## config.mk

```make
export PLATFORM = sky130hd
export DESIGN_NAME = csv_field_splitter
export DESIGN_NICKNAME = d
export VERILOG_FILES = /design/src/design/csvfs_pkg.sv /design/src/design/csvfs_res_fifo.sv /design/src/design/csv_field_splitter.sv
export SDC_FILE = /design/constraint.sdc
export NUM_CORES = 1
export LEC_CHECK = 0
export BUFFER_PORTS_ARGS = -buffer_cell sky130_fd_sc_hd__buf_2
export CORE_MARGIN = 5
export CORE_UTILIZATION = 25
export DETAILED_ROUTE_END_ITERATION = 12
export HOLD_SLACK_MARGIN = 0.08
export SETUP_SLACK_MARGIN = 0.4
export SLEW_MARGIN = 25
export SYNTH_ARGS = -nofsm -noshare
export SYNTH_HDL_FRONTEND = slang
export SYNTH_HIERARCHICAL = 1
export SYNTH_SLANG_ARGS = --single-unit
```

## constraint.sdc

```tcl
create_clock -name clk_i -period 9.7 [get_ports clk_i]
set_input_delay 2.425 -clock clk_i [delete_from_list [all_inputs] [get_ports clk_i]]
set_output_delay 2.425 -clock clk_i [all_outputs]
set_load 0.01 [all_outputs]
```

## src/design/csvfs_pkg.sv

```systemverilog
// ---------------------------------------------------------------------------
// csvfs_pkg: shared types and constants for the CSV field splitter
// Result record layout, config register indexes and reset values.
// ---------------------------------------------------------------------------
package csvfs_pkg;

  localparam int unsigned CHAR_W     = 8;
  localparam int unsigned IDX_W      = 10;
  localparam int unsigned CFG_IDX_W  = 2;
  localparam int unsigned FIFO_DEPTH = 4;

  localparam logic [IDX_W-1:0]  FIELD_MAX     = 10'd1023;
  localparam logic [CHAR_W-1:0] SEP_RESET     = 8'd44;   // ','
  localparam logic [CHAR_W-1:0] QUOTE_RESET   = 8'd34;   // '"'

  localparam logic [CFG_IDX_W-1:0] REG_SEPARATOR = 2'd0;
  localparam logic [CFG_IDX_W-1:0] REG_QUOTE     = 2'd1;

  localparam logic KIND_CONTENT   = 1'b0;
  localparam logic KIND_FIELD_END = 1'b1;

  typedef struct packed {
    logic              kind;
    logic [CHAR_W-1:0] char_code;
    logic [IDX_W-1:0]  fld_idx;
    logic              end_of_line;
    logic              last_of_run;
  } res_t;

endpackage

```

## src/design/csvfs_res_fifo.sv

```systemverilog
// ---------------------------------------------------------------------------
// csvfs_res_fifo: result queue with up to two writes per cycle
// Small register queue; one or two results enter per cycle, one leaves.
// ---------------------------------------------------------------------------
module csvfs_res_fifo
  import csvfs_pkg::*;
#(
  parameter int unsigned DEPTH = FIFO_DEPTH
) (
  input  logic   clk_i,
  input  logic   rst_ni,
  input  logic   push0_i,
  input  logic   push1_i,    // only with push0_i
  input  res_t   data0_i,
  input  res_t   data1_i,
  input  logic   pop_i,
  output logic   valid_o,
  output logic   almost_full_o,
  output res_t   data_o
);

  localparam int unsigned PTR_W = (DEPTH > 1) ? $clog2(DEPTH) : 1;
  localparam int unsigned CNT_W = $clog2(DEPTH + 1);
  localparam logic [PTR_W-1:0] PTR_LAST = PTR_W'(DEPTH - 1);
  localparam logic [CNT_W-1:0] CNT_HIGH = CNT_W'(DEPTH - 2);
  localparam logic [CNT_W-1:0] CNT_FULL = CNT_W'(DEPTH);

  res_t             mem_q [DEPTH];
  logic [PTR_W-1:0] wr_ptr_q, wr_ptr_d, rd_ptr_q, rd_ptr_d;
  logic [CNT_W-1:0] cnt_q, cnt_d;
  logic [PTR_W-1:0] wr_ptr_nx;
  logic             do_pop;

  function automatic logic [PTR_W-1:0] ptr_inc(input logic [PTR_W-1:0] p);
    ptr_inc = (p == PTR_LAST) ? '0 : p + PTR_W'(1);
  endfunction

  assign wr_ptr_nx = ptr_inc(wr_ptr_q);
  assign do_pop    = pop_i && (cnt_q != '0);

  always_comb begin
    wr_ptr_d = wr_ptr_q;
    if (push0_i && push1_i) begin
      wr_ptr_d = ptr_inc(wr_ptr_nx);
    end else if (push0_i) begin
      wr_ptr_d = wr_ptr_nx;
    end
    rd_ptr_d = do_pop ? ptr_inc(rd_ptr_q) : rd_ptr_q;
    cnt_d    = cnt_q + CNT_W'(push0_i) + CNT_W'(push0_i && push1_i) - CNT_W'(do_pop);
  end

  always_ff @(posedge clk_i or negedge rst_ni) begin
    if (!rst_ni) begin
      wr_ptr_q <= '0;
      rd_ptr_q <= '0;
      cnt_q    <= '0;
    end else begin
      wr_ptr_q <= wr_ptr_d;
      rd_ptr_q <= rd_ptr_d;
      cnt_q    <= cnt_d;
    end
  end

  always_ff @(posedge clk_i) begin
    if (push0_i) begin
      mem_q[wr_ptr_q] <= data0_i;
    end
    if (push0_i && push1_i) begin
      mem_q[wr_ptr_nx] <= data1_i;
    end
  end

  assign valid_o       = (cnt_q != '0);
  assign almost_full_o = (cnt_q > CNT_HIGH);
  assign data_o        = mem_q[rd_ptr_q];

  // overflow would drop results
  a_no_overflow: assert property (@(posedge clk_i) disable iff (!rst_ni)
    push0_i |-> (cnt_q <= CNT_HIGH))
    else $error("result queue overflow");

  a_cnt_bound: assert property (@(posedge clk_i) disable iff (!rst_ni)
    cnt_q <= CNT_FULL)
    else $error("result count out of range");

  a_second_needs_first: assert property (@(posedge clk_i) disable iff (!rst_ni)
    push1_i |-> push0_i)
    else $error("second write without first");

endmodule

```

## src/design/csv_field_splitter.sv

```systemverilog
// ---------------------------------------------------------------------------
// csv_field_splitter: byte-serial CSV line splitter with RFC 4180 quoting
// Emits field content bytes and field-end markers through a result queue.
// ---------------------------------------------------------------------------
// Results are registered in the result queue before they reach the outputs.
// Throughput: one input byte per cycle while in_stall_o is low; an item that
//   yields two results (byte plus line end) sends them out one at a time,
//   limited by the single result port draining the result queue.
// Reset: quote flags and field counter clear, queue empties, separator
//   returns to ',' and quote to '"'. No clearing pass is needed.
// ---------------------------------------------------------------------------
module csv_field_splitter
  import csvfs_pkg::*;
#(
  parameter int unsigned RES_DEPTH = FIFO_DEPTH   // at least 2
) (
  input  logic                 clk_i,
  input  logic                 rst_ni,
  // input bytes
  input  logic                 in_valid_i,
  output logic                 in_stall_o,
  input  logic [CHAR_W-1:0]    in_char_code_i,
  input  logic                 in_has_char_i,
  input  logic                 in_line_end_i,
  // results
  output logic                 out_valid_o,
  input  logic                 out_stall_i,
  output logic                 out_kind_o,
  output logic [CHAR_W-1:0]    out_char_o,
  output logic [IDX_W-1:0]     out_fld_idx_o,
  output logic                 out_end_of_line_o,
  output logic                 out_last_of_run_o,
  // config writes
  input  logic                 cfg_valid_i,
  output logic                 cfg_ready_o,
  input  logic [CFG_IDX_W-1:0] cfg_index_i,
  input  logic [CHAR_W-1:0]    cfg_data_i
);

  // Config registers
  logic [CHAR_W-1:0] sep_q, quote_q;

  assign cfg_ready_o = 1'b1;

  always_ff @(posedge clk_i or negedge rst_ni) begin
    if (!rst_ni) begin
      sep_q   <= SEP_RESET;
      quote_q <= QUOTE_RESET;
    end else if (cfg_valid_i && cfg_ready_o) begin
      unique case (cfg_index_i)
        REG_SEPARATOR: sep_q   <= cfg_data_i;
        REG_QUOTE:     quote_q <= cfg_data_i;
        default: ;     // unmapped index, write ignored
      endcase
    end
  end

  // Parser state
  logic             quoted_q, quoted_d;
  logic             pending_q, pending_d;
  logic [IDX_W-1:0] field_q, field_d;

  logic accept;
  logic is_quote, is_sep;
  logic byte_emit, byte_is_end, as_outside;
  logic push0, push1;
  res_t res0, res1, byte_res, eol_res;
  logic fifo_full;
  res_t head;

  assign accept   = in_valid_i && !in_stall_o;
  assign is_quote = (in_char_code_i == quote_q);
  assign is_sep   = (in_char_code_i == sep_q);

  // Byte rule, then line-end rule. The counter seen by the line-end marker
  // is the one after any separator in the same transaction.
  always_comb begin
    quoted_d    = quoted_q;
    pending_d   = pending_q;
    field_d     = field_q;
    byte_emit   = 1'b0;
    byte_is_end = 1'b0;
    as_outside  = 1'b0;

    if (in_has_char_i) begin
      if (quoted_q) begin
        if (pending_q) begin
          pending_d = 1'b0;
          if (is_quote) begin
            byte_emit = 1'b1;          // doubled quote -> literal quote
          end else begin
            quoted_d   = 1'b0;         // region closes, reprocess outside
            as_outside = 1'b1;
          end
        end else if (is_quote) begin
          pending_d = 1'b1;
        end else begin
          byte_emit = 1'b1;
        end
      end else begin
        as_outside = 1'b1;
      end

      if (as_outside) begin
        if (is_quote) begin
          quoted_d = 1'b1;             // quote wins over an equal separator
        end else if (is_sep) begin
          byte_emit   = 1'b1;
          byte_is_end = 1'b1;
          if (field_q != FIELD_MAX) begin
            field_d = field_q + IDX_W'(1);
          end
        end else begin
          byte_emit = 1'b1;
        end
      end
    end

    byte_res.kind        = byte_is_end ? KIND_FIELD_END : KIND_CONTENT;
    byte_res.char_code   = byte_is_end ? '0 : in_char_code_i;
    byte_res.fld_idx     = field_q;
    byte_res.end_of_line = 1'b0;
    byte_res.last_of_run = !in_line_end_i;

    eol_res.kind         = KIND_FIELD_END;
    eol_res.char_code    = '0;
    eol_res.fld_idx      = field_d;
    eol_res.end_of_line  = 1'b1;
    eol_res.last_of_run  = 1'b1;

    if (in_line_end_i) begin
      quoted_d  = 1'b0;
      pending_d = 1'b0;
      field_d   = '0;
    end

    res0  = byte_emit ? byte_res : eol_res;
    res1  = eol_res;
    push0 = accept && (byte_emit || in_line_end_i);
    push1 = accept && byte_emit && in_line_end_i;
  end

  always_ff @(posedge clk_i or negedge rst_ni) begin
    if (!rst_ni) begin
      quoted_q  <= 1'b0;
      pending_q <= 1'b0;
      field_q   <= '0;
    end else if (accept) begin
      quoted_q  <= quoted_d;
      pending_q <= pending_d;
      field_q   <= field_d;
    end
  end

  // Result queue: stall input while fewer than two slots are free
  csvfs_res_fifo #(
    .DEPTH (RES_DEPTH)
  ) u_res_fifo (
    .clk_i         (clk_i),
    .rst_ni        (rst_ni),
    .push0_i       (push0),
    .push1_i       (push1),
    .data0_i       (res0),
    .data1_i       (res1),
    .pop_i         (!out_stall_i),
    .valid_o       (out_valid_o),
    .almost_full_o (fifo_full),
    .data_o        (head)
  );

  assign in_stall_o        = fifo_full;
  assign out_kind_o        = head.kind;
  assign out_char_o        = head.char_code;
  assign out_fld_idx_o     = head.fld_idx;
  assign out_end_of_line_o = head.end_of_line;
  assign out_last_of_run_o = head.last_of_run;

  // line end leaves a clean state behind
  a_eol_clears: assert property (@(posedge clk_i) disable iff (!rst_ni)
    (accept && in_line_end_i) |=> (!quoted_q && !pending_q && field_q == '0))
    else $error("state not cleared at line end");

  // a pending quote only exists inside a quoted region
  a_pending_inside: assert property (@(posedge clk_i) disable iff (!rst_ni)
    pending_q |-> quoted_q)
    else $error("pending quote outside quotes");

  // a line end always produces a result
  a_eol_pushes: assert property (@(posedge clk_i) disable iff (!rst_ni)
    (accept && in_line_end_i) |-> push0)
    else $error("line end without result");

endmodule
```

# Word level (Yosys, flattened, before mapping)
# Memories as Yosys holds them, arrays and structs flattened.
# Index checks and enable logic that the tools add are counted.
# totals
input_bits,25
word_cells,85
n_memories,1
ramBits,84
regBits,35
# op_classes
eq_ne,7
n_reduce_logical,19
muxes,42
addsub,7
n_lt_le_gt_ge,1
# mem_list
name,depth,width,rd,rd_clocked_by_memory_dff,write_ports,line,text
u_res_fifo.mem_q,4,21,1,0,2,csvfs_res_fifo.sv:28,res_t mem_q [DEPTH];
# op_table
cell,n
$mux 10,6
$mux 1,29
$mux 21,1
$eq 8x8->1,2
$add 10x1->10 const B,1
$mux 2,5
$ne 10x10->1 const B,1
$mux 8,1
$add 2x1->2 const B,3
$add 3x1->3,2
$eq 2x2->1 const B,3
$logic_and 1x1->1,6
$reduce_and 2->1,3
$reduce_bool 2->1,3
$gt 3x2->1 const B,1
$logic_not 1->1,3
$reduce_and 3->1,1
$reduce_bool 3->1,1
$sub 3x1->3,1
$eq 2x1->1 const B,1
$logic_not 2->1,1
$logic_or 1x1->1,1

# Longest topological paths before layout
# logic_depth
ltp_word,12
depth_mapped,13
ltp_nobuf,12

# By module
# Netlist, hierarchy kept.
# by_module_without_submodules
module,area_per_inst_um2,cells_each,seq_area_each_um2,instances
csvfs_res_fifo,4897.2,255,2697.6,1
csv_field_splitter,1971.9,203,706.9,1

# Least setup slack after synthesis
# OpenSTA, ideal clock, no wires.
# synth_timing
path_type,input to register
startpoint,in in_char_code_i[6]
endpoint,reg u_res_fifo.cnt_q[2]
setup_time_ns,0.123
path_slack_ns,3.961
cell_stages,13
t_required_ns,9.577
n_path_buf,1
arrival_ns,5.616
path_cell_list,xor2_1 > nor4_2 > nand2_1 > ha_1 > o21ai_1 > a21oi_2 > nor2b_1 > a21oi_1 > and2_1 > buf_6 > fa_1 > fa_1 > xnor2_1
# synth_between
elab_chain_cells,12
word_cells_on_any_way,19
cone_classes,add/sub (3); eq/ne (1); mux (10); reduce/logical (5)
# synth_rtl
item,line,text
start: declaration,csv_field_splitter.sv:22,"input logic [CHAR_W-1:0] in_char_code_i,"
$eq 8x8->1 (*),csv_field_splitter.sv:72,assign is_quote = (in_char_code_i == quote_q);
$mux 1 (on tied branches),"csv_field_splitter.sv:89, csv_field_splitter.sv:95",
$mux 1,csv_field_splitter.sv:87,if (pending_q) begin
$mux 1,csv_field_splitter.sv:86,if (quoted_q) begin
$mux 1 (on tied branches),"csv_field_splitter.sv:105, csv_field_splitter.sv:85",
$mux 1 (*),csv_field_splitter.sv:104,if (as_outside) begin
$mux 1 (*),csv_field_splitter.sv:85,if (in_has_char_i) begin
$logic_or 1x1->1 (*),csv_field_splitter.sv:139,push0 = accept && (byte_emit || in_line_end_i);
$logic_and 1x1->1 (*),csv_field_splitter.sv:139,
net push0,csv_field_splitter.sv:66,"logic push0, push1;"
$add 3x1->3 / $logic_and 1x1->1 (equally long branches),csvfs_res_fifo.sv:49,cnt_d = cnt_q + CNT_W'(push0_i) + CNT_W'(push0_i && push1_i) - CNT_W'(do_pop);
$add 3x1->3 (*),csvfs_res_fifo.sv:49,
$sub 3x1->3 (*),csvfs_res_fifo.sv:49,
net u_res_fifo.cnt_d[2],csvfs_res_fifo.sv:30,"logic [CNT_W-1:0] cnt_q, cnt_d;"
end signal: assignment,csvfs_res_fifo.sv:60,cnt_q <= cnt_d;
end: declaration,csvfs_res_fifo.sv:30,
# The timed path passes the listed nets; every way through them passes the cells marked *. The select of a mux whose other input is x is not followed.
# A chain may end at the register's enable or synchronous reset.

# Worst setup path after layout
# Ends and elaborated chain as after synthesis.

==> results.json <==
{
  "path_buf_inv": 1,
  "syn_area_um2": 6870,
  "post_drt_wl_per_cell_um": 16.3,
  "grt_pass1_vias": 4000,
  "tns_ns": 0,
  "wirelength_um": 14600,
  "fin_skew_ns": 0.0166,
  "p_sw_uw": 580,
  "yosysUniqueCellTypes": 60,
  "r2r_slack_ns": 5.43,
  "synthFlopType": "edfxtp_1",
  "drv_cap": 0,
  "worstSkewPairLatency_ns": 0.42,
  "dieArea_um2": 30900,
  "cts_tree": "built",
  "numCtsBuffers": 17,
  "min_period_over_period_pct": 61.4,
  "drive_above_1_share_pct": 43.3,
  "ys_top_cells_by_area": "edfxtp_1 (37%), mux2_4 (18%), dfrtp_1 (11%)",
  "grt_max_degree": 36,
  "async_reset_ff_share_pct": 29.4,
  "cts_sinks": 119,
  "cp.required_ns": 9.99,
  "grt_usage_pct": 9.76,
  "path_cells": "buf_2, xor2_1, nor4_2, nand2_1, ha_1, o21ai_1, a21oi_2, nor2b_1, a21oi_1, and2_1, fa_1, fa_1, xnor2_1",
  "power_frac_clock_pct": 32.7,
  "path_clk_slew_ns": 0.06,
  "viasPerCell": 4.29,
  "overflow": 0,
  "drcViolationCount": 0,
  "holdPathStages": 1,
  "synth_top_area_cell": "edfxtp_1",
  "cp_slowest_stage_delay_ns": 0.58,
  "pre_cts_ws_ns": 3.31,
  "avgSynthCellArea_um2": 15.0,
  "path_max_fanout": 10,
  "cts_max_level": 4,
  "ys_ff_latch": 119,
  "multi_input_area_um2": 3330,
  "synth-edff-count": 84,
  "synthDominantCellAreaShare_pct": 36.7,
  "timing.rr.start": "quote_q[1]",
  "fp.dieH_um": 176,
  "worst_slew_pin_slew_ns": 0.846,
  "hp-start": "quote_q[2]",
  "finalHoldViolCount": 0,
  "hold_buffers": 0,
  "cpMostUsedCell": "fa_1",
  "cts_root_buffer": "clkbuf_16",
  "portBuffers": 47,
  "num_vias": 3840,
  "vdd_drop_max_mv": 0.0744,
  "layout.nets": 578,
  "crit_type": "in2reg",
  "power_switching_share_pct": 30.5,
  "r2r_end": "u_res_fifo/cnt_q[2]",
  "initial_core_util_pct": 25.4,
  "cts-resized-gates": 0,
  "core_area_um2": 27000,
  "cp.arrival_ns": 6.25,
  "regArea_um2": 3400,
  "min_path_type": "reg2reg",
  "seq_area_frac_synth_pct": 49.6,
  "critPathCaptureType": "register",
  "syn_inst": 458,
  "report.final.slew_viol_count": 0,
  "setup-violations-final": 0,
  "postCtsSetupBuffers": 0,
  "drt_pre_antenna_iters": 4,
  "reg2reg_depth": 12,
  "relSlewSlack_pct": 43.6,
  "leakagePower_uw": 0.00339,
  "row_count": 60,
  "fmax_mhz": 168,
  "hold_end": "quote_q[2]",
  "drt_iter0_drc": 242,
  "fin_ws_ns": 3.74,
  "fill_cells": 2698,
  "period_needed_ns": 5.96,
  "crit_path_start_kind": "primary input",
  "rsz0062_at_grt": "false",
  "areaGrowthSynthToFinish_pct": 18.3,
  "yosysWarnings": 6,
  "power.density_nw_per_um2": 234,
  "chipWidth_um": 176,
  "cts.path.max_buffers": 2,
  "p_int_uw": 1320,
  "status": "finished clean",
  "p_comb_share_pct": 31.1,
  "slowest_stage": "nor4_2",
  "gp_congestion": 0.724,
  "postRouteAntennaNets": 0,
  "power_frac_seq_pct": 36.1,
  "antenna_found_initial": 4,
  "ios": 49,
  "timing.hold.ws_ns": 0.524,
  "dp_hpwl_um": 9680,
  "grt_first_pass_wirelength_um": 23100,
  "cp_top_family": "simple AND/OR/NAND/NOR gates"
}
==> worst max path at each step <==
stage,startpoint,endpoint,slack (ns),cells after the start
floorplan,in_char_code_i[6],u_res_fifo/cnt_q[2],3.96,13
global placement,in_char_code_i[6],u_res_fifo/cnt_q[2],3.45,13
detailed placement,in_char_code_i[6],u_res_fifo/cnt_q[2],3.31,13
CTS,in_char_code_i[6],u_res_fifo/cnt_q[2],3.71,13
global route,in_char_code_i[6],u_res_fifo/cnt_q[2],3.36,13
finish,in_char_code_i[6],u_res_fifo/cnt_q[2],3.74,13
==> routing by layer <==
| metal | global-route usage [%] | wire length (µm) |
|---|---|---|
| met3 | 2.50 | 694 |
| met4 | 3.80 | 250 |
| met2 | 16.7 | 7430 |
| met1 | 11.8 | 6210 |
| met5 | 0 | 39 |
==> cell usage after synthesis, types with 5 or more instances <==
cell type / count
a21oi_1: 9
xor2_1: 9
ha_1: 10
nor3_1: 5
inv_1: 17
buf_6: 13
edfxtp_1: 84
clkbuf_1: 13
nand2_1: 15
and2_1: 10
dfrtp_1: 30
mux2_4: 81
mux4_2: 21
o21ai_0: 5
a31oi_1: 5
nor2b_1: 7
nand3_1: 7
nor2_1: 10
xnor2_1: 14
a31o_1: 5
mux2_2: 22
dfstp_2: 5
==> flip-flops by register name, indices dropped and copies added (netlist names) <==
name,cells
quoted_q,1
sep_q,8
quote_q,8
pending_q,1
u_res_fifo/wr_ptr_q,2
u_res_fifo/rd_ptr_q,2
u_res_fifo/mem_q,84
field_q,10
u_res_fifo/cnt_q,3
==> worst reg2reg max path, stage by stage (launching register included) <==
cell and delay [ns]:
dfstp_2 0.54, xor2_1 0.07, nor4_2 0.56, nand2_1 0.18, ha_1 0.22, o21ai_1 0.34
a21oi_2 0.11, nor2b_1 0.38, a21oi_1 0.32, and2_1 0.37, fa_1 0.50, fa_1 0.42
xnor2_1 0.14
==> power groups by stage <==
stage | sequential, µW | combinational, µW | clock, µW
after global routing | 695 | 658 | 656
after CTS | 687 | 611 | 636
final | 687 | 592 | 622
after detailed placement | 696 | 610 | 0
after floorplan | 678 | 443 | 0
after global placement | 695 | 602 | 0
==> logic make-up (layout without fill, tap and decap cells) <==
group | after synthesis | in the layout | synth area share [%]
flip-flops | 119 | 119 | 49.6
multiplexers | 125 | 125 | 28.4
buffers and inverters | 52 | 105 | 4.48
AO/OA/AOI/OAI | 45 | 45 | 4.97
adder cells (fa/ha/maj) | 12 | 12 | 2.40
XOR/XNOR | 23 | 23 | 2.93
other | 2 | 46 | 0.109
AND/OR/NAND/NOR | 80 | 80 | 7.14
==> cell type report <==
class | count | area share (%)
flip-flops and latches | 119 | 41.9
multi-input cells | 330 | 40.9
clock buffers | 22 | 6.50
well taps | 341 | 5.25
repair buffers | 55 | 3.63
clock inverters | 10 | 0.970
inverters | 18 | 0.831
diodes | 1 | 0.0308
==> through the flow <==
stage	cells	power [µW]	util, %	cell area (µm²)
final	896	1900	30.1	8130
after global routing	896	2010	30.1	8130
after CTS	895	1930	30.1	8130
after detailed placement	863	1310	27.8	7520
after global placement	863	1300	27.8	7520
after floorplan	501	1120	-	7030
==> cell usage in the layout (no fill, tap or decap), types with 3 or more instances in the layout <==
| cell type | synthesis | layout |
|---|---|---|
| o21ai_1 | 4 | 4 |
| and3_1 | 4 | 4 |
| nand2_1 | 15 | 15 |
| nor2b_1 | 7 | 4 |
| ha_1 | 10 | 10 |
| dfrtp_1 | 30 | 30 |
| xor2_1 | 9 | 9 |
| mux4_2 | 21 | 21 |
| a31oi_1 | 5 | 5 |
| nor3_1 | 5 | 5 |
| xnor2_1 | 14 | 14 |
| buf_2 | 3 | 47 |
| o21ai_0 | 5 | 5 |
| nand3_1 | 7 | 7 |
| nor2_1 | 10 | 10 |
| and2_1 | 10 | 10 |
| mux2_2 | 22 | 22 |
| clkbuf_16 | 0 | 20 |
| a31o_1 | 5 | 5 |
| mux2_4 | 81 | 81 |
| edfxtp_1 | 84 | 84 |
| buf_4 | 3 | 8 |
| inv_1 | 17 | 17 |
| clkinv_4 | 0 | 4 |
| nor2b_2 | 0 | 3 |
| dfstp_2 | 5 | 5 |
| a21oi_1 | 9 | 9 |
| nand2_4 | 4 | 4 |
| conb_1 | 2 | 45 |
No activity file was read; power rests on OpenSTA's default activity.
